### config.mk
export PLATFORM = sky130hd
export DESIGN_NAME = vn_sqrt_cell
export DESIGN_NICKNAME = d
export VERILOG_FILES = /design/src/rtl/vector2_normalize_defines.svh /design/src/rtl/vn_pkg.sv /design/src/rtl/vn_sqrt_cell.sv
export SDC_FILE = /design/constraint.sdc
export NUM_CORES = 1
export LEC_CHECK = 0
export ABC_AREA = 1
export BUFFER_PORTS_ARGS = -buffer_cell sky130_fd_sc_hd__buf_4
export CAP_MARGIN = 5
export CELL_PAD_IN_SITES_DETAIL_PLACEMENT = 1
export CELL_PAD_IN_SITES_GLOBAL_PLACEMENT = 1
export CORE_MARGIN = 10
export CORE_UTILIZATION = 36
export CTS_BUF_LIST = sky130_fd_sc_hd__clkbuf_2 sky130_fd_sc_hd__clkbuf_4 sky130_fd_sc_hd__clkbuf_8
export DETAILED_ROUTE_END_ITERATION = 10
export PLACE_DENSITY_LB_ADDON = 0.1
export SETUP_SLACK_MARGIN = 0.15
export SLEW_MARGIN = 20
export SYNTH_ARGS = -nofsm -noshare
export SYNTH_HDL_FRONTEND = slang
export SYNTH_SLANG_ARGS = --single-unit
### constraint.sdc
create_clock -name clk -period 2.4 [get_ports clk]
set_input_delay 0.36 -clock clk [delete_from_list [all_inputs] [get_ports clk]]
set_output_delay 0.36 -clock clk [all_outputs]
set_load 0.05 [all_outputs]
### src/rtl/vector2_normalize_defines.svh
// Assertion helpers used by vector2_normalize.sv.
`ifndef VECTOR2_NORMALIZE_DEFINES_SVH
`define VECTOR2_NORMALIZE_DEFINES_SVH

// Same-cycle implication, disabled while reset is held.
`define VN_ASSERT_IMP(label, ante, cons) \
  label: assert property (@(posedge clk) disable iff (!rst_n) (ante) |-> (cons)) \
    else $error("vector2_normalize assertion failed");

// Next-cycle implication, disabled while reset is held.
`define VN_ASSERT_NEXT(label, ante, cons) \
  label: assert property (@(posedge clk) disable iff (!rst_n) (ante) |=> (cons)) \
    else $error("vector2_normalize assertion failed");

`endif

### src/rtl/vn_pkg.sv
`default_nettype none
package vn_pkg;
  localparam int COMP_BITS = 32;
  localparam int FRAC_OUT  = 30;
  localparam int OUT_W     = 32;
  localparam int SQ_W      = 2 * COMP_BITS;
  localparam int LEN_W     = COMP_BITS;
  localparam int REM_W     = LEN_W + 2;
  localparam int DR_W      = LEN_W + 1;
  localparam int Q_W       = FRAC_OUT + 1;

  // Sign and magnitude of both components, carried alongside the root.
  typedef struct packed {
    logic             nx;
    logic             ny;
    logic [LEN_W-1:0] mx;
    logic [LEN_W-1:0] my;
  } carry_t;

  typedef struct packed {
    logic [SQ_W-1:0]  s;
    logic [REM_W-1:0] rem;
    logic [LEN_W-1:0] root;
    carry_t           c;
  } sq_t;

  typedef struct packed {
    logic [LEN_W-1:0] len;
    logic [DR_W-1:0]  rx;
    logic [DR_W-1:0]  ry;
    logic [Q_W-1:0]   qx;
    logic [Q_W-1:0]   qy;
    logic             nx;
    logic             ny;
  } dv_t;
endpackage
`default_nettype wire

### src/rtl/vn_sqrt_cell.sv
`default_nettype none
module vn_sqrt_cell (
  input  wire logic       clk,
  input  wire logic       rst_n,
  input  wire logic       en,
  input  wire logic       i_valid,
  input  wire vn_pkg::sq_t i_st,
  output logic            o_valid,
  output vn_pkg::sq_t     o_st
);
  import vn_pkg::*;

  logic [REM_W:0]   rem_sh;
  logic [REM_W:0]   trial;
  logic [REM_W:0]   diff;
  logic             ge;
  sq_t              st_nxt;
  sq_t              st_r;
  logic             valid_r;

  // One root bit per cell: bring down the next two bits of the operand.
  always_comb begin
    rem_sh = (REM_W+1)'({i_st.rem, i_st.s[SQ_W-1 -: 2]});
    trial  = (REM_W+1)'({i_st.root, 2'b01});
    ge     = rem_sh >= trial;
    diff   = rem_sh - trial;
    st_nxt.s    = {i_st.s[SQ_W-3:0], 2'b00};
    st_nxt.rem  = ge ? diff[REM_W-1:0] : rem_sh[REM_W-1:0];
    st_nxt.root = {i_st.root[LEN_W-2:0], ge};
    st_nxt.c    = i_st.c;
  end

  always_ff @(posedge clk) begin
    if (!rst_n) begin
      valid_r <= 1'b0;
    end else if (en) begin
      valid_r <= i_valid;
    end
  end

  always_ff @(posedge clk) begin
    if (en) begin
      st_r <= st_nxt;
    end
  end

  assign o_valid = valid_r;
  assign o_st    = st_r;
endmodule
`default_nettype wire

Word level (Yosys, flattened, before mapping)
Index checks and enable logic that the tools add are counted.
{ "totals": {"input_bits": 200, "ff_bits": 195} }
{ "classes": {"addsub": 1, "muxes": 1, "order_cmp": 1} }
{ "op_table": {"columns": ["operator", "n"], "rows": [
  ["35-bit by 34-bit >= comparator with 1-bit output", 1],
  ["34-bit 2-to-1 mux", 1],
  ["34-bit subtractor", 1]
]} }

Longest topological paths before layout
Gate-level depths: netlist (run 1).
{ "depth": {"depth_word": 2, "depth_mapped": 16, "ltp_nobuf": 15} }

Least setup slack after synthesis (run 1)
No wires, ideal clock.
{ "synth_timing": {"path_type": "in2reg", "from": "in i_st[82] in the netlist's numbering", "to": "reg st_r, in the netlist o_st[128], data pin", "t_arrival_ps": 1731, "slack_ps": 416, "stages": 15, "setup_ps": 253, "required_ps": 2147, "cell_sequence": "inv_1 -> ha_1 -> nand2_1 -> inv_1 -> nand2_1 -> nand2_1 -> inv_1 -> nand2_1 -> a21oi_2 -> nand2_2 -> nand2_4 -> nand2_8 -> buf_4 -> nand3_1 -> nand2_1"} }
{ "synth_rtl": {"columns": ["element", "line_no", "source"], "rows": [
  ["start: declaration", "vn_sqrt_cell.sv:7", "input wire vn_pkg::sq_t i_st,"],
  ["end signal: assignment", "vn_sqrt_cell.sv:43", "st_r <= st_nxt;"],
  ["end: declaration", "vn_sqrt_cell.sv:18", "sq_t st_r;"]
]} }

==> results of run 1 <==
==> routing by layer <==
layer	global-route usage	part of all wire
met1	0.223	0.37
met4	0.0584	0.020
met5	0	0.0016
met3	0.0718	0.078
met2	0.388	0.53
==> state kept, by name, indices dropped and copies added (netlist names) <==
register  flops
o_valid       1
o_st        194
==> power by group through the flow <==
stage / sequential (W) / clock (W) / combinational [W]
2_1_floorplan: 0.00537 / 0 / 0.000617
3_3_place_gp: 0.00426 / 0 / 0.00290
3_5_place_dp: 0.00428 / 0 / 0.00293
4_1_cts: 0.00420 / 0.00228 / 0.00294
5_1_grt: 0.00423 / 0.00239 / 0.00308
6_report: 0.00420 / 0.00220 / 0.00290
==> worst max-delay path: cells and delay by family <==
family / cells / cell delay, ns
and+or+nand+nor: 7 / 0.70
AOI/OAI and AO/OA: 2 / 0.37
adders and majority gates: 1 / 0.36
buffers and inverters: 4 / 0.34
==> worst min-delay path by stage <==
stage	depth (start not counted)	start	slack, ns	endpoint
after detailed placement	1	i_st[34]	0.54	o_st[34]$_DFFE_PP_
after global routing	1	i_st[41]	0.006	o_st[41]$_DFFE_PP_
after floorplan	1	en	0.45	o_valid$_SDFFE_PN0P_
after CTS	1	i_st[0]	0.02	o_st[0]$_DFFE_PP_
final	1	i_st[162]	0.05	o_st[164]$_DFFE_PP_
after global placement	2	o_valid$_SDFFE_PN0P_	0.53	o_valid$_SDFFE_PN0P_
==> placed cells by master (no fill, tap or decap) <==
cell type / n
a21oi_1: 26
a21oi_2: 2
and2_1: 1
buf_12: 8
buf_4: 427
clkbuf_8: 18
clkinv_4: 1
clkinv_8: 8
conb_1: 2
dfxtp_1: 1
diode_2: 3
edfxtp_1: 194
ha_1: 34
inv_1: 138
inv_2: 2
inv_4: 1
inv_6: 4
inv_8: 1
nand2_1: 288
nand2_2: 2
nand2_4: 1
nand2_8: 1
nand3_1: 36
nand3_2: 1
nand3b_1: 5
nand4_1: 5
nor2_1: 54
nor2_4: 1
nor3_1: 4
nor3_2: 2
o21a_1: 1
o21ai_0: 11
o21ai_1: 2
o21bai_1: 2
or2_2: 1
xnor2_1: 2
xor2_1: 16
==> cells in the mapped netlist <==
cell type / instances / area, µm²
a21oi_2: 2 / 17.5
nand3b_1: 5 / 37.5
inv_4: 1 / 6.26
nand2_8: 1 / 20.0
nor3_1: 4 / 20.0
nor3_2: 2 / 20.0
a21oi_1: 26 / 130
nand2_2: 2 / 12.5
o21ai_0: 11 / 55.1
conb_1: 1 / 3.75
nand4_1: 5 / 31.3
edfxtp_1: 194 / 5830
nand2_4: 1 / 11.3
buf_4: 5 / 37.5
nand3_2: 1 / 10.0
nand3_1: 36 / 180
xnor2_1: 2 / 17.5
ha_1: 34 / 425
and2_1: 1 / 6.26
or2_2: 1 / 6.26
nor2_4: 1 / 11.3
inv_2: 2 / 7.51
o21a_1: 1 / 7.51
xor2_1: 16 / 140
o21ai_1: 2 / 10.0
nor2_1: 54 / 203
nand2_1: 288 / 1080
dfxtp_1: 1 / 20.0
buf_6: 3 / 33.8
inv_1: 138 / 518
o21bai_1: 2 / 15.0
==> cell type report <==
cell class / count / share of cell area
clock inverter: 14 / 0.0142
clock buffer: 17 / 0.0179
sequential: 195 / 0.447
multi-input combinational: 500 / 0.190
antenna: 3 / 0.000575
tap: 324 / 0.0310
inverter: 141 / 0.0407
timing repair buffer: 436 / 0.259
==> logic make-up (layout without fill, tap and decap cells) <==
logic type,after synthesis,in the layout
adders and majority gates,34,34
AOI/OAI and AO/OA,44,44
DFF,195,195
buffers and inverters,149,608
xor gates and xnor gates,18,18
and+or+nand+nor,402,402
other,1,5
==> stage by stage <==
stage,std cells,instance area (µm²),TNS [ns]
floorplan,844,8920,0
global placement,1596,12600,0
detailed placement,1596,12600,-0.0194
CTS,1627,13100,0
global route,1628,13100,0
finish,1630,13100,0
==> summary.txt, run 1 <==
Detailed routing
  – Wire per inst: between 20 and 25 µm
  – Detailed-route wire length: around 35 mm
  – Overall via count from detail_route: roughly 7,400
  – Via-to-Cell Ratio: ~4.6
  – DRC marker count from the first detailed-route iteration: 289
  – Antenna-violating nets left: 0
  – Detailed-routing iteration count for the pre-antenna-repair pass: 5
  – DRC violations left: 0

Critical path
  – Beginning of the worst register-to-register path: o_valid$_SDFFE_PN0P_
  – Data required time of the worst path: between 2 and 3 ns
  – Worst-path cell chain: buf_4 > inv_1 > ha_1 > nand2_2 > inv_1 > a21oi_1 > nand2_1 > a21oi_2 > nand2_2 > nand2_4 > nand2_8 > buf_12 > nand3_1 > nand2_1
  – Element type at the critical path end: flip-flop
  – Reg-to-reg slack, setup: 1.75 ns
  – Maximum fanout along the worst path: 24
  – Setup Crit Path Kind: in2reg
  – Worst r2r dst: o_valid$_SDFFE_PN0P_
  – CP max stage cell: ha_1
  – Startpoint kind of the worst setup timing path: input port
  – Launch point of the worst path: i_st[90]
  – Worst-case reg-to-reg path depth: 2
  – Biggest cell delay along the critical path: 0.36 ns
  – Data arrival time of the worst path: 2.15 ns
  – End point of the critical path: o_st[125]$_DFFE_PP_

Logic synthesis
  – Netlist Area Pre-Place: between 8000 and 9000 µm²
  – Share of synthesized cell area in and, or, nand and nor gates: 0.185
  – Seq cells post-synth: between 150 and 200
  – Cell count after synthesis: approximately 840
  – Fraction of the mapped netlist area in compound gates: 0.0264
  – Multiplexer share of the synthesized area: 0
  – Synthesis warning total: 0
  – Main combinational cell family by area after synthesis: simple AND/OR/NAND/NOR gates
  – Arithmetic-cell share of the synthesized area counting full adders, half adders and majority gates: 0.0477
  – Synth Area per Inst: ~11 µm²
  – Synth Area in XOR/XNOR: 0.0177
  – Synth unique cells: 31
  – Post-synthesis sequential area ratio: 0.655

Layout
  – Area overhead of the layout relative to synthesis: 46.5%
  – Filler cell count: 2,778
  – Utilization of the core after routing: 0.537
  – Storage cell area: around 6000 µm²
  – Combined area of the multi-input logic cells: 2480 µm²
  – Share of cells above drive strength 1: 0.369
  – Total number of nets in the final design: 1,525

Power
  – Static Leak: roughly 6.3 nW
  – Internal power: 0.00584 W
  – Switching share of power: 0.372
  – Peak supply drop: 0.337 mV
  – Power spent charging and discharging nets: roughly 0.0035 W
  – Comb power frac: 0.312
  – Clock Power Share: 0.237
  – Power share of the sequential group: 0.451
  – Final total power: ~0.0093 W
  – Power density of the placed cells: slightly above 700 nW/µm²

CTS
  – Number of hold-repair buffers added at the cts stage: 0
  – Maximum level of the CTS H-tree: 4
  – Clock Path Buffers: 2
  – Root buffer selected by CTS: clkbuf_8
  – Clk pin slew, worst setup/hold paths: around 0.13 ns
  – Worst-skew pair later-pin latency: 0.45 ns
  – Number of resized instances in the post-cts repair step: 0
  – Num CTS Buffers: 17
  – TritonCTS clock tree: yes
  – Buffer count from post-CTS setup fixing: 0
  – Number of clock sinks: between 150 and 200

GRT
  – Antenna violations before repair: 6
  – Largest net degree at the start of global routing: 51
  – Number of global-route vias before repair: 7,695
  – Global-route congestion overflow total: 0
  – First-pass GRT wire length: 49.2 mm
  – Overall Global Routing Usage: 0.211

Floorplan
  – Die boundary height: approximately 180 µm
  – I/O pin count: 397
  – Die Area: 31,500 µm²
  – # rows: 57
  – Die Span X: approximately 180 µm
  – Core Box Area: between 20,000 and 25,000 µm²
  – Initial Util: 0.367

Placed design
  – Hpwl dp: ~29 mm
  – Placement Setup Slack: -0.0152 ns
  – Number of buffers inserted by port buffering: between 300 and 400
  – Routability-driven placement congestion ratio: roughly 0.85

Run
  – Number of maximum-capacitance violations: 0

Timing
  – Number of max-slew violations in the final report: 0
  – Number of endpoints failing setup at the final stage: 0
  – Crit path setup slack, layout: 0.486 ns
  – Final Hold Vio Count: 0
  – Smallest hold slack: around 0.050 ns
  – Fmax: 522 MHz
  – Post-route clock period utilization: 0.797
  – Clk_skew: 0 ns
  – Setup repair after global routing missed its margin: false
  – Clock period minus worst slack: roughly 1.9 ns

Worst hold path
  – Hold/Removal Path Class: in2reg

Outcome
  – Result of the run: completed
(Power assumes the default switching activity.)
==> inputs of run 2 (changes only) <==
- ABC_AREA: 1 -> 0
- CORE_UTILIZATION: 36 -> 37
- clock period: 2.4 -> 1.8 ns (I/O delays scaled with it)
==> run 2 against run 1 <==
The flow now finishes with violations (setup timing). Count of clock-buffer cells in the layout stayed put. Core utilization is 16 points higher. First-iteration DRC count grew to 2.7 times the previous value. Global-route usage is 8.8 points higher. Clock power is 48% higher. Total power is 50% higher. Worst hold slack better by 0.0093 ns. Clock skew stayed put.
==> summary.txt, run 2 <==
GRT
  – Number of global-route vias before repair: 8,712 (was 7,695)
  – Antenna violations before repair: 8 (was 6)
  – First-pass GRT wire length: 63.0 mm (was 49.2 mm)
  – Global-route congestion overflow total: 0 (unchanged)
  – Overall Global Routing Usage: 0.298 (was 0.211)
  – Largest net degree at the start of global routing: 49 (was 51)

Timing
  – Post-route clock period utilization: 1.23
  – Setup repair after global routing missed its margin: true (was false)
  – Crit path setup slack, layout: -0.406 ns (was 0.486 ns)
  – Smallest hold slack: 0.0592 ns (was 0.0499 ns)
  – Number of endpoints failing setup at the final stage: 35 (was 0)
  – Fmax: 453 MHz
  – Clk_skew: 0 ns (unchanged)
  – Clock period minus worst slack: between 2 and 2.5 ns
  – Number of max-slew violations in the final report: 0 (unchanged)
  – Final Hold Vio Count: 0 (unchanged)

Power
  – Switching share of power: 0.393 (was 0.372)
  – Power share of the sequential group: 0.410 (was 0.451)
  – Power density of the placed cells: 914 nW/µm² (was 712 nW/µm²)
  – Comb power frac: 0.357 (was 0.312)
  – Static Leak: 6.64 nW (was 6.33 nW)
  – Clock Power Share: 0.233 (was 0.237)
  – Final total power: 0.0140 W (was 0.00930 W)
  – Power spent charging and discharging nets: 0.00549 W (was 0.00346 W)
  – Peak supply drop: 0.468 mV (was 0.337 mV)
  – Internal power: 0.00847 W (was 0.00584 W)

Logic synthesis
  – Most numerous cell in the Yosys netlist: edfxtp_1 (was nand2_1)
  – Proportion of synthesized flip-flops having asynchronous set or reset: 0 (unchanged)
  – Post-synthesis sequential area ratio: 0.704 (was 0.655)
  – Arithmetic-cell share of the synthesized area counting full adders, half adders and majority gates: 0.0512 (was 0.0477)
  – Synth Area in XOR/XNOR: 0.0295 (was 0.0177)
  – Seq cells post-synth: 195 (unchanged)
  – Fraction of the mapped netlist area in compound gates: 0.112 (was 0.0264)
  – Most common library cells after synthesis: 194 x edfxtp_1, 45 x nand2_1, 41 x inv_1, 40 x o21ai_0, 34 x ha_1 (was 288 x nand2_1, 194 x edfxtp_1, 138 x inv_1, 54 x nor2_1, 36 x nand3_1)
  – Synth unique cells: 62 (was 31)
  – Multiplexer share of the synthesized area: 0.00437 (was 0)
  – Synth Area per Inst: 14.7 µm² (was 10.6 µm²)
  – Library cell with the largest summed area after synthesis: edfxtp_1 (unchanged)
  – Synth top area cells: edfxtp_1 70%, ha_1 5.1%, o21ai_0 2.4% (was edfxtp_1 65%, nand2_1 12%, inv_1 5.8%)
  – Top cell type's share of synthesized area: 0.701 (was 0.653)
  – Number of enable-type register cells in the synthesized netlist: 194 (unchanged)
  – Synthesis warning total: 0 (unchanged)
  – Commonest register cell after synthesis: edfxtp_1 (unchanged)
  – Netlist Area Pre-Place: 8310 µm² (was 8920 µm²)
  – Main combinational cell family by area after synthesis: compound AO/OA/AOI/OAI gates (was simple AND/OR/NAND/NOR gates)
  – Cell count after synthesis: 564 (was 843)
  – Share of synthesized cell area in and, or, nand and nor gates: 0.0691 (was 0.185)

Layout
  – Filler cell count: 2,104 (was 2,778)
  – Utilization of the core after routing: 0.696 (was 0.537)
  – Leading cell type in the layout, fill and taps excluded: buf_4 (unchanged)
  – Share of cells above drive strength 1: 0.516 (was 0.369)
  – Area overhead of the layout relative to synthesis: 83.9% (was 46.5%)
  – Leading cell types in the layout, fill and taps excluded: 494 x buf_4, 194 x edfxtp_1, 158 x dlygate4sd3_1, 43 x nand2_1, 27 x inv_1 (was 427 x buf_4, 288 x nand2_1, 194 x edfxtp_1, 138 x inv_1, 54 x nor2_1)
  – Largest register FFs: 194 (unchanged)
  – Total number of nets in the final design: 1,484 (was 1,525)

CTS
  – Clock Path Buffers: 2 (unchanged)
  – Num CTS Buffers: 17 (unchanged)
  – Root buffer selected by CTS: clkbuf_8 (unchanged)
  – Clk pin slew, worst setup/hold paths: 0.13 ns (about the same)
  – Number of clock sinks: 195 (unchanged)
  – Worst-skew pair later-pin latency: 0.49 ns (was 0.45 ns)
  – TritonCTS clock tree: yes (unchanged)
  – Maximum level of the CTS H-tree: 4 (unchanged)

Detailed routing
  – Via-to-Cell Ratio: 5.54 (was 4.57)
  – Wire per inst: 33.6 µm (was 21.4 µm)
  – Detailed-route wire length: 52.1 mm (was 34.9 mm)
  – Overall via count from detail_route: 8,602 (was 7,448)
  – DRC violations left: 0 (unchanged)
  – Detailed-routing iteration count for the pre-antenna-repair pass: 5 (unchanged)
  – DRC marker count from the first detailed-route iteration: 786 (was 289)
  – Antenna-violating nets left: 0 (unchanged)

Placed design
  – Hpwl dp: 28.3 mm (was 29.3 mm)
  – Routability-driven placement congestion ratio: 0.867 (was 0.854)
  – Number of buffers inserted by port buffering: 393 (unchanged)

Critical path
  – Startpoint kind of the worst setup timing path: input port (unchanged)
  – Data required time of the worst path: 2.05 ns (was 2.64 ns)
  – Data arrival time of the worst path: 2.46 ns (was 2.15 ns)
  – Setup Crit Path Kind: in2reg (unchanged)
  – Element type at the critical path end: flip-flop (unchanged)
  – Maximum fanout along the worst path: 4 (was 24)
  – CP max stage cell: ha_1 (unchanged)
  – CP dominant cell by count: buf_4
  – Biggest cell delay along the critical path: 0.37 ns (was 0.36 ns)
  – Worst-path cell chain: buf_4 > inv_1 > ha_1 > buf_4 > a21o_1 > a21o_1 > a21oi_4 > buf_4 > nor2_1 > nor2_1 > o31a_1 > xor2_1 > o21ai_1 (was buf_4 > inv_1 > ha_1 > nand2_2 > inv_1 > a21oi_1 > nand2_1 > a21oi_2 > nand2_2 > nand2_4 > nand2_8 > buf_12 > nand3_1 > nand2_1)

Run
  – Number of maximum-capacitance violations: 0 (unchanged)

Outcome
  – Violated checks: setup timing
  – Result of the run: finished with violations (was completed)

Worst hold path
  – Hold/Removal Path Class: in2reg (unchanged)

Floorplan
  – I/O pin count: 397 (unchanged)
  – # rows: 54 (was 57)
  – Die Area: 28,900 µm² (was 31,500 µm²)
  – Die boundary height: 170 µm (was 177 µm)
  – Initial Util: 0.378 (was 0.367)
  – Core Box Area: 22,000 µm² (was 24,300 µm²)
  – Die Span X: 170 µm (was 177 µm)
-- run 2: logic make-up after synthesis --
kind of cell    count (synthesis)
flops                         195
compound gates                133
simple gates                  111
buf+inv                        59
fa+ha+maj                      34
xor+xnor                       28
mux                             3
other cells                     1
-- run 2: power by group through the flow --
stage / Combinational [W] / Sequential (W) / Clock (W)
final: 0.00499 / 0.00572 / 0.00325
after global placement: 0.00404 / 0.00571 / 0
after CTS: 0.00458 / 0.00563 / 0.00300
after detailed placement: 0.00412 / 0.00573 / 0
after global routing: 0.00511 / 0.00574 / 0.00344
after floorplan: 0.000856 / 0.00719 / 0
-- run 2: final timing paths --
kind	from	end	slack, ns	depth (start not counted)
worst min-delay path	i_st[70]	o_st[71]$_DFFE_PP_	0.06	2
worst min register to register	o_valid$_SDFFE_PN0P_	o_valid$_SDFFE_PN0P_	0.60	2
worst max register to register	o_valid$_SDFFE_PN0P_	o_valid$_SDFFE_PN0P_	1.14	2
worst max-delay path	i_st[81]	o_st[122]$_DFFE_PP_	-0.41	13
-- run 2: repair_timing --
action / CTS / global route
hold buffers: 157 / 1
buffers inserted: 10 / 6
hold endpoints to repair: 158 / 1
gates resized for setup: 80 / 29
gates cloned: 0 / 1
endpoints found under the setup margin: 35 / 35
pin swaps: 24 / 24
-- run 2: per-stage QoR --
stage	std cells	setup slack, ns	setup TNS, ns	instance area [µm²]
2_1_floorplan	565	-0.625	-18.03	8600
3_3_place_gp	1336	-0.794	-26.23	12700
3_5_place_dp	1336	-0.893	-28.90	12700
4_1_cts	1535	-0.259	-7.07	15000
5_1_grt	1550	-0.449	-11.37	15300
6_report	1552	-0.406	-10.38	15300
-- run 2: routing by layer --
metal | GRT usage | vias up | wire, µm
li1 | - | 3503 | -
met1 | 0.324 | 4353 | 18500
met2 | 0.530 | 578 | 26100
met3 | 0.0821 | 166 | 4150
met4 | 0.138 | 2 | 3340
met5 | 0 | - | 12
-- run 2: critical path: cells and delay by family --
kind	cells	cell delay, ns
compound gates	5	0.91
buf+inv	4	0.47
fa+ha+maj	1	0.37
simple gates	2	0.24
xor+xnor	1	0.19
-- run 2: cell type report --
cell class | count | area [µm²] | share of cell area
Clock buffer | 17 | 234 | 0.0153
Clock inverter | 15 | 179 | 0.0117
Multi-Input combinational cell | 311 | 2720 | 0.178
Antenna cell | 9 | 22.5 | 0.00147
Inverter | 42 | 203 | 0.0133
Sequential cell | 195 | 5850 | 0.382
Timing Repair Buffer | 683 | 5730 | 0.375
Tap cell | 280 | 350 | 0.0229
