==> config.mk <==
export PLATFORM = sky130hd
export DESIGN_NAME = vn_div_cell
export DESIGN_NICKNAME = d
export VERILOG_FILES = /design/src/rtl/vector2_normalize_defines.svh /design/src/rtl/vn_pkg.sv /design/src/rtl/vn_div_cell.sv
export SDC_FILE = /design/constraint.sdc
export NUM_CORES = 1
export LEC_CHECK = 0
export BUFFER_PORTS_ARGS = -buffer_cell sky130_fd_sc_hd__buf_2
export CAP_MARGIN = 20
export CORE_ASPECT_RATIO = 1.4
export CORE_MARGIN = 4
export CORE_UTILIZATION = 54
export CTS_CLUSTER_SIZE = 16
export DETAILED_ROUTE_END_ITERATION = 10
export GPL_TIMING_DRIVEN = 0
export PLACE_DENSITY = 0.86
export SYNTH_ARGS = -nofsm -noshare
export SYNTH_HDL_FRONTEND = slang
export SYNTH_SLANG_ARGS = --single-unit
==> constraint.sdc <==
create_clock -name clk -period 5.9 [get_ports clk]
set_clock_uncertainty 0.2 [all_clocks]
set_input_delay 0.59 -clock clk [delete_from_list [all_inputs] [get_ports clk]]
set_output_delay 0.59 -clock clk [all_outputs]
set_load 0.05 [all_outputs]
==> src/rtl/vector2_normalize_defines.svh <==
// Assertion helpers used by vector2_normalize.sv.
`ifndef VECTOR2_NORMALIZE_DEFINES_SVH
`define VECTOR2_NORMALIZE_DEFINES_SVH

// Same-cycle implication, disabled while reset is held.
`define VN_ASSERT_IMP(label, ante, cons) \
  label: assert property (@(posedge clk) disable iff (!rst_n) (ante) |-> (cons)) \
    else $error("vector2_normalize assertion failed");

// Next-cycle implication, disabled while reset is held.
`define VN_ASSERT_NEXT(label, ante, cons) \
  label: assert property (@(posedge clk) disable iff (!rst_n) (ante) |=> (cons)) \
    else $error("vector2_normalize assertion failed");

`endif

==> src/rtl/vn_pkg.sv <==
`default_nettype none
package vn_pkg;
  localparam int COMP_BITS = 32;
  localparam int FRAC_OUT  = 30;
  localparam int OUT_W     = 32;
  localparam int SQ_W      = 2 * COMP_BITS;
  localparam int LEN_W     = COMP_BITS;
  localparam int REM_W     = LEN_W + 2;
  localparam int DR_W      = LEN_W + 1;
  localparam int Q_W       = FRAC_OUT + 1;

  // Sign and magnitude of both components, carried alongside the root.
  typedef struct packed {
    logic             nx;
    logic             ny;
    logic [LEN_W-1:0] mx;
    logic [LEN_W-1:0] my;
  } carry_t;

  typedef struct packed {
    logic [SQ_W-1:0]  s;
    logic [REM_W-1:0] rem;
    logic [LEN_W-1:0] root;
    carry_t           c;
  } sq_t;

  typedef struct packed {
    logic [LEN_W-1:0] len;
    logic [DR_W-1:0]  rx;
    logic [DR_W-1:0]  ry;
    logic [Q_W-1:0]   qx;
    logic [Q_W-1:0]   qy;
    logic             nx;
    logic             ny;
  } dv_t;
endpackage
`default_nettype wire

==> src/rtl/vn_div_cell.sv <==
`default_nettype none
module vn_div_cell (
  input  wire logic        clk,
  input  wire logic        rst_n,
  input  wire logic        en,
  input  wire logic        i_valid,
  input  wire vn_pkg::dv_t i_st,
  output logic             o_valid,
  output vn_pkg::dv_t      o_st
);
  import vn_pkg::*;

  logic [DR_W-1:0] len_ext;
  logic [DR_W-1:0] dx;
  logic [DR_W-1:0] dy;
  logic [DR_W-1:0] kx;
  logic [DR_W-1:0] ky;
  logic            gx;
  logic            gy;
  dv_t             st_nxt;
  dv_t             st_r;
  logic            valid_r;

  // One quotient bit per cell for each component, restoring division.
  always_comb begin
    len_ext = {1'b0, i_st.len};
    gx = i_st.rx >= len_ext;
    gy = i_st.ry >= len_ext;
    dx = i_st.rx - len_ext;
    dy = i_st.ry - len_ext;
    kx = gx ? dx : i_st.rx;
    ky = gy ? dy : i_st.ry;
    st_nxt     = i_st;
    st_nxt.rx  = {kx[DR_W-2:0], 1'b0};
    st_nxt.ry  = {ky[DR_W-2:0], 1'b0};
    st_nxt.qx  = {i_st.qx[Q_W-2:0], gx};
    st_nxt.qy  = {i_st.qy[Q_W-2:0], gy};
  end

  always_ff @(posedge clk) begin
    if (!rst_n) begin
      valid_r <= 1'b0;
    end else if (en) begin
      valid_r <= i_valid;
    end
  end

  always_ff @(posedge clk) begin
    if (en) begin
      st_r <= st_nxt;
    end
  end

  assign o_valid = valid_r;
  assign o_st    = st_r;
endmodule
`default_nettype wire

# Yosys cells after proc, flatten, opt, wreduce, memory -nomap -nowiden
# Cells that the tools add are included.
[totals] reg_bits=161 latchBits=0 ram_bits=0 romBits=0 in_bits=166 output_inout_bits=163 mem_count=0
[classes] n_addsub=2 n_mul=0 div_mod_pow=0 order_cmp=2 eq_ne=0 shift=0 n_mux=2 bitwise=0 reduce_logical=0
[ops] cell=">= comparator 33 x 32 -> 1 bit" n=2
[ops] cell="2-to-1 mux 32 bit" n=2
[ops] cell="subtractor 32 bit" n=2

# Depth between registers and ports, before layout
# Gate-level depths: netlist of run 1.
[logic_depth] word_depth=2 mapped_depth=14

# Worst setup path after synthesis of run 1
# Ideal clock, no wire load.
[synth_timing] path_type="input -> register" startpoint="input port i_st[147] (netlist bit)" endpoint="register st_r (netlist bit o_st[79]) (data pin)" setup_time_ns=0.260 arrival_ns=2.757 t_required_ns=5.440 setup_slack_ns=2.683 path_stages=11 path_buffers=0 path_cell_list="inv_1 ha_1 and3_1 nand4_1 or3_1 o41a_1 and3_1 a21oi_2 nand2_2 inv_2 mux2_2"
[synth_between] elab_chain_cells=2
[synth_rtl] item="start, declared" line="vn_div_cell.sv:7" rtl="input wire vn_pkg::dv_t i_st,"
[synth_rtl] item=">= comparator 33 x 32 -> 1 bit" line="vn_div_cell.sv:28" rtl="gy = i_st.ry >= len_ext;"
[synth_rtl] item="net gy" line="vn_div_cell.sv:19" rtl="logic gy;"
[synth_rtl] item="2-to-1 mux 32 bit" line="vn_div_cell.sv:32" rtl="ky = gy ? dy : i_st.ry;"
[synth_rtl] item="net ky[14]" line="vn_div_cell.sv:17" rtl="logic [DR_W-1:0] ky;"
[synth_rtl] item="end signal, assigned" line="vn_div_cell.sv:50" rtl="st_r <= st_nxt;"
[synth_rtl] item="end, declared" line="vn_div_cell.sv:21" rtl="dv_t st_r;"
# The timed path passes the listed nets, and every way through them passes these cells.
# A chain may end at the register's enable or synchronous reset.

# Worst setup path after layout of run 1
[layout_timing] startpoint="input port i_st[134] (netlist bit)" endpoint="register st_r (netlist bit o_st[120]) (data pin)"
[layout_between] elab_chain_cells=2 word_cells_on_any_way=3
[layout_rtl] item="subtractor 32 bit or >= comparator 33 x 32 -> 1 bit (tied branches)" line="vn_div_cell.sv:29, vn_div_cell.sv:27"
[layout_rtl] item="2-to-1 mux 32 bit *" line="vn_div_cell.sv:31" rtl="kx = gx ? dx : i_st.rx;"
[layout_rtl] item="net kx[22]" line="vn_div_cell.sv:16" rtl="logic [DR_W-1:0] kx;"
# The timed path passes the listed nets; every way through them passes the cells marked *.

==> metrics list, run 1 <==
* Run status: complete, no violations
- The analysis attributes to cell leakage a power of 0.00522 uW.
- The detailed router finished its first iteration with 742 violations.
- In this run, CTS created clock tree buffers numbering 17.
* Post-route design area: 11600 sq um
* Data arrival time of the critical path: 3.55 ns
- The initial antenna violation count came to 2.
- Per-cell routed wire length: 20.4 microns
- Worst slew margin relative to its limit: 45.1%
* RSZ-0062 raised after global routing: false
- Proportion of register bits with asynchronous set or reset after synthesis: 0%
- The routed layout has 7906 vias.
- Crit path launch: i_st[134]
- Along the worst path, the maximum fanout reaches 10.
- The cell sitting at the root of the clock tree is a sky130_fd_sc_hd__clkbuf_16.
- Die Outline Area: 18900 sq um
- After detailed placement, the total cell area comes to 10900 sq um.
* CP peak stage delay: 0.42 ns
- In this run the mean area of a mapped cell was 10.9 sq um.
- The worst hold path belongs to the class in -> reg.
- Launch point of the worst reg-to-reg path: o_valid
- By instance count, the cell type seen most on the critical path is sky130_fd_sc_hd__buf_2.
- Setup total negative slack on the finished layout was measured at 0 ns.
- Endpoint kind of the worst setup timing path: flip-flop
- The floorplan step set the die width to 117 microns.
- Flip-flop and latch area: 4820 sq um
- For this run, design rule violations remaining after detail routing come to 0.
- Number of gates given a new drive strength after cts: 0
- The count of final hold-check violations is 0.
- VDD sags by at most 0.164 mV.
- Hold Buf Count CTS: 0
- Dividing the detail-routed via count by the number of cells gives 5.70.
* Detailed-router iteration count before antenna repair: 5
- Summing every instance area after synthesis gives 9030 sq um.
* HPWL after detailed placement: 22300 microns
- Unique cell type count in the Yosys netlist: 57
- Fin Hold WS: 0.131 ns
* CTS tree: done
* Tot Pwr: 3900 uW
- Max Cap Viol: 0
- Die extent in y: 161 microns
* Instance count of the mapped netlist: 828
* Effective utilization at floorplan: 55.4%
- The clock net in this run drives a total of 161 sinks.
- First-pass GRT wire length: 43000 microns
- Weighted congestion reported at the end of routability-driven placement: 0.927
- Global route total overflow: 0
* Footprint of the multi-input gates: 3850 sq um
* Top-level port count: 329
- Number of nets in the finished design: 1405
- Util after Layout: 71.1%
- The H-tree generated during clock tree synthesis spans 4 levels.
- Areal power density over the cells: 336 nW/um^2
* Final Cycle Share: 61.0%
- Entering global routing, the biggest net connects 93 pins.
- The slowest stage of the critical path belongs to the cell sky130_fd_sc_hd__a311oi_2.
- Number of placement rows: 55
* Setup repair bufs after CTS: 0
* Vias in the first global route: 7987
* GRT Resource Usage Total: 29.5%
- The layout has 1209 filler cells.
* Final antenna-violating net count: 0
- Synthesis Warnings: 0
* Max-slew violation total from the final report: 0
* Kind of start point of the critical path: primary input
- Critical path, cell by cell: buf_2 -> inv_1 -> ha_1 -> nand3_1 -> o21bai_1 -> a311oi_2 -> o2111ai_1 -> a21oi_1 -> a31oi_2 -> buf_2 -> buf_2 -> nand2_1 -> o21ai_0
- Measured slew at the worst slew-check pin: 0.818 ns
* Clock Latency Late Sink: 0.43 ns
- After clock tree synthesis, the clock-pin slew on the worst setup and hold paths is 0.07 ns.
- Maximum clock rate: 278 MHz
* Post-synthesis sequential element count: 161
- The most used flip-flop cell after synthesis is sky130_fd_sc_hd__edfxtp_1.
- Port Buffer Count: 324
- The floorplan step defined a core boundary enclosing 16300 sq um.
* Layout Area Growth over Synthesis: 28.3%
- Setup violations remaining at the end of the flow were counted as 0.
* Sequential cell area fraction in the yosys report: 53.4%
- Wires add up to 28200 microns.
- CP Data Required Time: 5.85 ns
* Layout cells sized above 1: 32.7%
- In this run, synthesis inferred 160 flip-flops with an integrated enable.
- Final worst path period need: 3.60 ns
- Setup CP Type: in -> reg
- Clk buf depth: 2
* Startpoint of the lowest-slack hold path: i_st[50]
synthesized netlist by cell type, types with 6 or more instances:
master,n,area (sq um)
sky130_fd_sc_hd__and2_1,6,37.5
sky130_fd_sc_hd__nand2b_1,6,37.5
sky130_fd_sc_hd__a21o_1,25,188
sky130_fd_sc_hd__a21oi_1,64,320
sky130_fd_sc_hd__nand4_1,15,93.8
sky130_fd_sc_hd__a31oi_1,9,56.3
sky130_fd_sc_hd__edfxtp_1,160,4800
sky130_fd_sc_hd__and3_1,9,56.3
sky130_fd_sc_hd__nand3_1,25,125
sky130_fd_sc_hd__nand2_1,97,364
sky130_fd_sc_hd__nor2_1,28,105
sky130_fd_sc_hd__clkbuf_1,20,75.1
sky130_fd_sc_hd__o21ai_1,17,85.1
sky130_fd_sc_hd__nor2b_1,10,62.6
sky130_fd_sc_hd__o211ai_1,6,45.0
sky130_fd_sc_hd__ha_1,64,801
sky130_fd_sc_hd__nor3_1,7,35.0
sky130_fd_sc_hd__o21bai_1,13,97.6
sky130_fd_sc_hd__inv_1,55,206
sky130_fd_sc_hd__xor2_1,30,263
sky130_fd_sc_hd__o21ai_0,70,350
sky130_fd_sc_hd__mux2_2,6,67.6
sky130_fd_sc_hd__xnor2_1,26,228
flip-flops by register name, summed over array words and instances (netlist names):
name,flops
o_valid,1
o_st,160
placed cells by master (no fill, tap or decap), types with 7 or more instances in the layout:
cell,count
sky130_fd_sc_hd__clkbuf_1,20
sky130_fd_sc_hd__nand4_1,15
sky130_fd_sc_hd__nand3_1,25
sky130_fd_sc_hd__nand2_1,97
sky130_fd_sc_hd__nor2b_1,10
sky130_fd_sc_hd__a31oi_1,9
sky130_fd_sc_hd__o21ai_1,17
sky130_fd_sc_hd__a21o_1,25
sky130_fd_sc_hd__ha_1,64
sky130_fd_sc_hd__o21ai_0,70
sky130_fd_sc_hd__nor3_1,7
sky130_fd_sc_hd__o21bai_1,13
sky130_fd_sc_hd__xnor2_1,26
sky130_fd_sc_hd__clkbuf_16,17
sky130_fd_sc_hd__xor2_1,30
sky130_fd_sc_hd__a21oi_1,64
sky130_fd_sc_hd__buf_2,328
sky130_fd_sc_hd__edfxtp_1,160
sky130_fd_sc_hd__nor2_1,28
sky130_fd_sc_hd__and3_1,9
sky130_fd_sc_hd__inv_1,55
per-stage QoR:
stage / std cells / setup WS [ns]
after global placement: 1352 / 1.96
after floorplan: 829 / 2.68
after CTS: 1384 / 2.36
final: 1386 / 2.30
after global routing: 1386 / 2.10
after detailed placement: 1353 / 1.90
per-layer routing:
| layer | up-vias | track usage, % | routed length, microns |
|---|---|---|---|
| met1 | 3691 | 30.5 | 9480 |
| met4 | 0 | 17.2 | 1600 |
| met2 | 385 | 52.4 | 14400 |
| li1 | 3744 | - | - |
| met3 | 86 | 9.70 | 2770 |
| met5 | - | 0 | 0 |
area by class of cell:
class | instances | area share [%]
Antenna cell | 2 | 0.0432
Clock buffer | 17 | 3.67
Buffer | 30 | 1.28
Multi-Input combinational cell | 582 | 33.3
Tap cell | 199 | 2.15
Inverter | 56 | 1.81
Timing Repair Buffer | 325 | 14.3
Clock inverter | 14 | 1.88
Sequential cell | 161 | 41.6
worst max-delay path, delay by kind of cell:
family / cells / cell delay [ns]
AO/OA/AOI/OAI: 6 / 1.63
AND/OR/NAND/NOR: 2 / 0.24
adder cells (fa/ha/maj): 1 / 0.36
buffers and inverters: 4 / 0.72
final timing paths:
path | depth (start not counted) | slack [ns] | to
worst max-delay path | 13 | 2.30 | o_st[120]
worst min-delay path | 1 | 0.13 | o_st[51]
worst max register to register | 2 | 5.11 | o_valid
worst min register to register | 2 | 0.33 | o_valid
kinds of logic after synthesis:
group / after synthesis / share of synthesized area (%)
xor gates and xnor gates: 56 / 5.43
DFF: 161 / 53.4
buffers and inverters: 86 / 3.97
muxes: 8 / 0.969
other: 1 / 0.0415
AOI/OAI and AO/OA: 238 / 16.0
and+or+nand+nor: 212 / 10.9
adders and majority gates: 66 / 9.31
where the power goes:
group | switching, uW | internal [uW] | total (uW)
Sequential | 33.3 | 1420 | 1460
Clock | 494 | 723 | 1220
Combinational | 893 | 332 | 1230
Note: power is estimated with default switching activity, not from simulation.
==> inputs of run 2 (changes only) <==
--- a/config.mk
+++ b/config.mk
@@ -9,11 +9,11 @@
 export CAP_MARGIN = 20
 export CORE_ASPECT_RATIO = 1.4
 export CORE_MARGIN = 4
-export CORE_UTILIZATION = 54
+export CORE_UTILIZATION = 50
 export CTS_CLUSTER_SIZE = 16
 export DETAILED_ROUTE_END_ITERATION = 10
 export GPL_TIMING_DRIVEN = 0
-export PLACE_DENSITY = 0.86
+export PLACE_DENSITY = 0.81
 export SYNTH_ARGS = -nofsm -noshare
 export SYNTH_HDL_FRONTEND = slang
 export SYNTH_SLANG_ARGS = --single-unit
==> constraint.sdc (replaced) <==
create_clock -name clk -period 3.8 [get_ports clk]
set_clock_uncertainty 0.2 [all_clocks]
set_input_delay 0.38 -clock clk [delete_from_list [all_inputs] [get_ports clk]]
set_output_delay 0.38 -clock clk [all_outputs]
set_load 0.05 [all_outputs]
==> run 2 against run 1 <==
Utilization up 0.38 points; combinational power up 63%; final area up 8.2%; routed wire length up 11%; via count up 6.1%; clock-buffer cell count unchanged; sequential cell count unchanged; register-to-register slack worse by 2.7 ns; non-clock buffer count up 90; global-route usage up 0.84 points; sequential share of layout area down 3.1 points; largest cell class unchanged; hold slack worse by 0.093 ns.
==> metrics list, run 2 (synthesis results as in run 1) <==
- In the final design database the tool counted 1495 nets.
* Global route total overflow: 0
- For the final routed database, the setup TNS stands at 0 ns.
- Maximum net fanout on the critical path: 10
* GRT Resource Usage Total: 30.4%
- The number of antenna diodes in the final layout is 0.
- Hold timing on the final database bottoms out at a slack of 0.0380 ns.
- Vias in the first global route: 8493
- Counting the buffers created by CTS gives 17.
* Number of antenna violations at the first check in global routing: 2
- Counting along the longest clock path gives a buffer depth of 2.
- Measured slew at the worst slew-check pin: 0.708 ns
- Post-detailed-route DRC marker count: 0
- Endpoints failing setup: 0
* Cell at the root of the clock tree: sky130_fd_sc_hd__clkbuf_16
* Areal power density over the cells: 478 nW/um^2
- The floorplan step defined a die boundary enclosing 20300 sq um.
- Largest net degree at the start of global routing: 95
- Die extent in y: 167 microns
* Layout Area Growth over Synthesis: 38.8%
- In this run, the number of DRC markers left after iteration 0 of detailed routing was 654.
- The tool flagged a number of max-cap violations equal to 0.
- Worst-path clk slew: 0.08 ns
- In the finished design, the share of the clock period the worst path needs comes to 95.6%.
* Footprint of the multi-input gates: 3880 sq um
- Smallest setup slack after layout: 0.167 ns
* Layout cells sized above 1: 30.6%
* Pre-CTS worst setup slack: 0.0660 ns
* Effective utilization at floorplan: 51.5%
- Among all stages on the critical path, the largest delay is contributed by sky130_fd_sc_hd__dlygate4sd3_1.
* Setup CP Type: in -> reg
- VDD IR-drop max: 0.257 mV
- Setup repair bufs after CTS: 0
* Top-level port count: 329
- Wires add up to 31300 microns.
- Worst path most repeated cell: sky130_fd_sc_hd__buf_2
- The final route contains 8385 vias.
- The clock drives 161 sinks.
- The register with the most flip-flops in the layout has 160 of them.
- Walking the worst path, the cells encountered are dlygate4sd3_1 -> buf_2 -> inv_1 -> ha_1 -> and3_2 -> nand4_1 -> or3_1 -> o41a_1 -> and3_1 -> a21oi_2 -> nand2_2 -> buf_2 -> nand2_1 -> o21ai_0.
- TritonCTS built the clock tree.
- The first TritonRoute pass finished after 5 iterations.
* Weighted congestion reported at the end of routability-driven placement: 0.937
- Port buffering added 324 buffers.
* Maximum clock rate: 275 MHz
- Placed Area: 11000 sq um
- Per-cell routed wire length: 20.7 microns
- Dividing the detail-routed via count by the number of cells gives 5.55.
- The count of pins over their slew limit was 0.
- Once detailed placement completed, the half-perimeter wirelength came to 22700 microns.
* Class of the most critical hold timing path: in -> reg
* Area of the core: 17500 sq um
* Final antenna-violating net count: 0
* First-pass GRT wire length: 46700 microns
- The die is 122 microns wide.
- For the finished layout, the period the worst path requires is 3.63 ns.
- The count of final hold-check violations is 0.
- Kind of start point of the critical path: primary input
- For the worst setup path, the data arrival time is 3.57 ns.
* Clock Latency Late Sink: 0.44 ns
- Endpoint kind of the worst setup timing path: flip-flop
* CP peak stage delay: 0.53 ns
- CTS H-tree lvls: 4
- Worst slew margin relative to its limit: 52.5%
- Internal reg-to-reg setup slack: 2.46 ns
* CP Data Required Time: 3.74 ns
- Leaving out fill and tap cells, the most frequent cell in the layout is sky130_fd_sc_hd__buf_2.
* Total leakage power: 0.00559 uW
* Flip-flop and latch area: 4820 sq um
- Number of placement rows: 57
- Run status: complete, no violations
- Post-route design area: 12500 sq um
- Most frequent cells in the layout: 328 x sky130_fd_sc_hd__buf_2, 160 x sky130_fd_sc_hd__edfxtp_1, 97 x sky130_fd_sc_hd__nand2_1, 95 x sky130_fd_sc_hd__dlygate4sd3_1, 69 x sky130_fd_sc_hd__o21ai_0
* Fillers: 1288
-- run 2: cell count changes in the layout (fill, tap and decap cells not counted), moves of 2 or more --
cell                            previous run  this run
sky130_fd_sc_hd__dlygate4sd3_1             0        95
sky130_fd_sc_hd__clkbuf_1                 20        15
sky130_fd_sc_hd__bufinv_16                 4         0
sky130_fd_sc_hd__inv_8                     1         5
sky130_fd_sc_hd__clkinv_8                  1         3
sky130_fd_sc_hd__diode_2                   2         0
sky130_fd_sc_hd__inv_6                     6         4
-- run 2: power breakdown --
group	switching (uW)	total (uW)	leakage (uW)	internal (uW)
Combinational	1420	2000	0.00373	583
Sequential	56.8	2260	0.00157	2210
Clock	846	1730	0.000288	883
-- run 2: worst max-delay path, delay by kind of cell --
| family | cells | cell delay [ns] |
|---|---|---|
| fa+ha+maj | 1 | 0.44 |
| simple gates | 6 | 1.10 |
| buf+inv | 4 | 0.95 |
| compound gates | 3 | 0.70 |
-- run 2: worst paths after layout --
path / startpoint / endpoint / cells after the start
worst max-delay path: i_st[149] / o_st[69] / 14
worst min-delay path: i_st[106] / o_st[107] / 3
worst max register to register: o_valid / o_valid / 3
worst min register to register: o_valid / o_valid / 3
-- run 2: timing repair --
action / 4_1_cts / 5_1_grt
hold buffers: 93 / 2
endpoints found under the hold margin: 92 / 2
gates resized for setup: 0 / 6
endpoints found under the setup margin: 0 / 36
-- run 2: stage by stage --
| stage | instances | utilization, % | total power (uW) |
|---|---|---|---|
| final | 1512 | 71.4 | 6000 |
| after global routing | 1512 | 71.4 | 6250 |
| after CTS | 1515 | 71.3 | 5950 |
| after detailed placement | 1390 | 62.6 | 4180 |
| after global placement | 1389 | 62.4 | 4160 |
| after floorplan | 829 | - | 3650 |
-- run 2: area by class of cell --
cell class	count	area share, %
flip-flops and latches	161	38.5
multi-input cells	582	31.0
repair buffers	420	20.8
clock buffers	17	3.39
well taps	236	2.36
inverters	56	1.68
clock inverters	15	1.29
plain buffers	25	1.04
-- run 2: routing by layer --
metal | global-route usage, % | vias to the layer above | share of wire [%]
met5 | 0 | - | 0.099
met4 | 15.0 | 4 | 5.2
met3 | 9.19 | 83 | 9.4
met2 | 53.5 | 439 | 50
met1 | 32.6 | 3936 | 35
li1 | - | 3923 | -
==> inputs of run 3 (changes only) <==
--- a/config.mk
+++ b/config.mk
@@ -7,13 +7,16 @@
 export LEC_CHECK = 0
 export BUFFER_PORTS_ARGS = -buffer_cell sky130_fd_sc_hd__buf_2
 export CAP_MARGIN = 20
+export CELL_PAD_IN_SITES_DETAIL_PLACEMENT = 1
+export CELL_PAD_IN_SITES_GLOBAL_PLACEMENT = 1
 export CORE_ASPECT_RATIO = 1.4
 export CORE_MARGIN = 4
-export CORE_UTILIZATION = 50
+export CORE_UTILIZATION = 38
 export CTS_CLUSTER_SIZE = 16
 export DETAILED_ROUTE_END_ITERATION = 10
 export GPL_TIMING_DRIVEN = 0
-export PLACE_DENSITY = 0.81
+export HOLD_SLACK_MARGIN = 0.06
+export PLACE_DENSITY_LB_ADDON = 0.1
 export SYNTH_ARGS = -nofsm -noshare
 export SYNTH_HDL_FRONTEND = slang
 export SYNTH_SLANG_ARGS = --single-unit
==> run 3 against run 2 <==
First-iteration DRC count shrank 44%; non-clock buffer count grew 35; critical path depth grew 1; utilization shrank 16 points.
==> metrics list, run 3 (synthesis results as in run 1) <==
* Run status: complete, no violations
- The startpoint identified for the worst register-to-register timing path is o_valid.
- Maximum net fanout on the critical path: 10
* Number of nets in the finished design: 1530
* Port Buffer Count: 324
* HPWL after detailed placement: 25500 microns
- STA classifies the critical path startpoint as a primary input.
- Across the VDD grid, the largest voltage drop is 0.358 mV.
* Most frequent cells in the layout: 327 x sky130_fd_sc_hd__buf_2, 160 x sky130_fd_sc_hd__edfxtp_1, 129 x sky130_fd_sc_hd__dlygate4sd3_1, 97 x sky130_fd_sc_hd__nand2_1, 69 x sky130_fd_sc_hd__o21ai_0
* Cell depth of the worst hold path: 3
* Total leakage power: 0.00574 uW
- Class of the most critical hold timing path: in -> reg
- Number of antenna violations at the first check in global routing: 5
- Worst R2R Path Depth: 3
- Layout cells sized above 1: 29.5%
- The routed design has 35600 microns of wire.
- Critical path's top delay family: buffers and inverters
- CTS H-tree lvls: 4
- The critical path goes through dlygate4sd3_1 -> buf_2 -> inv_1 -> ha_1 -> nand3_1 -> nor2_1 -> nand3_1 -> o41a_1 -> and3_1 -> a21oi_2 -> nand2_2 -> buf_6 -> buf_6 -> nand2_1 -> o21ai_1.
- Vias per inst: 5.17
* Number of placement rows: 66
* Cell at the root of the clock tree: sky130_fd_sc_hd__clkbuf_16
- Setup slack on the worst reg-to-reg path comes out at 2.42 ns.
* Count of routing violations after the opening detailed-route iteration: 368
- Measured slew at the worst slew-check pin: 0.804 ns
* Post-detailed-route DRC marker count: 0
* Endpoints failing setup: 0
* Flip-flop count of the largest register, all copies and words added: 160
* Clk buf depth: 2
* Max Cap Viol: 0
* Per-cell routed wire length: 22.0 microns
* Slowest cell on the critical path: sky130_fd_sc_hd__dlygate4sd3_1
- Cts bufs inserted: 17
- Number of hold violations in the final report: 0
- Maximum clock rate: 278 MHz
- At the worst endpoint, the required time is 3.78 ns.
- The first global-routing pass estimated 54600 microns of wire.
- At the worst endpoint, the arrival time is 3.58 ns.
* Final Cycle Share: 94.7%
* Endpoint of the most critical register-to-register path: o_valid
- Hold Path Sink: o_st[112]
- Startpoint of the lowest-slack hold path: i_st[111]
* Fin Hold WS: 0.0717 ns
* Worst slew margin relative to its limit: 46.0%
- Areal power density over the cells: 476 nW/um^2
- Weighted congestion reported at the end of routability-driven placement: 0.879
* Setup repair bufs after CTS: 0
- Top-level port count: 329
- Once the floorplan was initialized, standard cells occupied 38.8% of the core.
- Max-slew violation total from the final report: 0
- Setup CP Type: in -> reg
* Die Span X: 138 microns
* Final antenna diode count: 0
* Worst-path clk slew: 0.07 ns
- Final antenna-violating net count: 0
- The later pin in the worst-skew pair is clocked with a latency of 0.44 ns.
* Util after Layout: 55.8%
- The worst path in the final design needs a cycle of 3.60 ns, including I/O delays and setup.
- Detailed-router iteration count before antenna repair: 4
- Largest net degree at the start of global routing: 94
- The worst setup path is captured at a flip-flop.
* GRT Resource Usage Total: 27.0%
- CTS tree: done
- The floorplan step defined a core boundary enclosing 23300 sq um.
- Layout Area Growth over Synthesis: 43.8%
- CP peak stage delay: 0.52 ns
* Most common cell after layout, fill and taps aside: sky130_fd_sc_hd__buf_2
- Summed over all layers, the global routing overflow is 0.
- The via count of the first global-routing pass came to 9166.
* Die extent in y: 190 microns
- The die covers 26300 sq um.
- The tree built by TritonCTS fans out to 161 sinks.
- The critical path contains buffers and inverters numbering 5 combined.
* Count of vias placed by the detailed router: 8356
## run 3: changes by cell type in the layout (fill, tap and decap cells not counted), moves of 3 or more
| cell | change |
|---|---|
| sky130_fd_sc_hd__dlygate4sd3_1 | +34 |
| sky130_fd_sc_hd__inv_8 | -5 |
| sky130_fd_sc_hd__bufinv_16 | +4 |
| sky130_fd_sc_hd__clkbuf_1 | +3 |
| sky130_fd_sc_hd__clkinv_8 | -3 |
## run 3: area by class of cell
type,instances,area (sq um)
plain buffers,26,136
clock buffers,19,433
clock inverters,12,180
fillers,2641,10300
inverters,56,210
multi-input cells,582,3880
flip-flops and latches,161,4820
well taps,306,383
repair buffers,454,2950
## run 3: worst max path at each step
stage / slack (ns) / cells past startpoint / end / start
floorplan: 0.79 / 11 / o_st[79] / i_st[147]
global placement: -0.07 / 12 / o_st[99] / i_st[133]
detailed placement: -0.15 / 12 / o_st[99] / i_st[134]
CTS: 0.01 / 12 / o_st[99] / i_st[140]
global route: -0.008 / 13 / o_st[122] / i_st[142]
finish: 0.20 / 15 / o_st[93] / i_st[153]
## run 3: per-layer routing
layer	share of wire [%]	wire length (microns)	track usage [%]	up-vias
li1	-	-	-	3984
met1	38	13600	29.7	3996
met2	53	18900	50.7	313
met3	5.5	1950	6.42	55
met4	2.9	1050	9.13	8
met5	0.15	55	0	-
## run 3: repair_timing
item,CTS,global route
gates resized for setup,0,7
hold endpoints to repair,128,0
endpoints found under the setup margin,0,45
hold buffers,129,0
## run 3: power breakdown
part	internal (uW)	switching, uW
registers	2210	60.3
logic	608	1450
clock network	1100	761
total	3920	2270
## run 3: metrics by stage
stage | TNS [ns] | power (uW) | cell area [sq um] | cells | worst slack (ns)
final | 0 | 6190 | 13000 | 1616 | 0.200
after global routing | -0.00805 | 6460 | 13000 | 1616 | -0.00805
after CTS | 0 | 6190 | 13000 | 1620 | 0.0111
after detailed placement | -0.311 | 4220 | 11100 | 1460 | -0.148
after global placement | -0.170 | 4200 | 11000 | 1459 | -0.0730
after floorplan | 0 | 3650 | 9040 | 829 | 0.793
## run 3: worst reg2reg max path, cell delays in order (launching register included)
cell and delay (ns):
sky130_fd_sc_hd__dfxtp_1 0.31, sky130_fd_sc_hd__mux2i_1 0.14, sky130_fd_sc_hd__nor2b_1 0.07, sky130_fd_sc_hd__dlygate4sd3_1 0.55
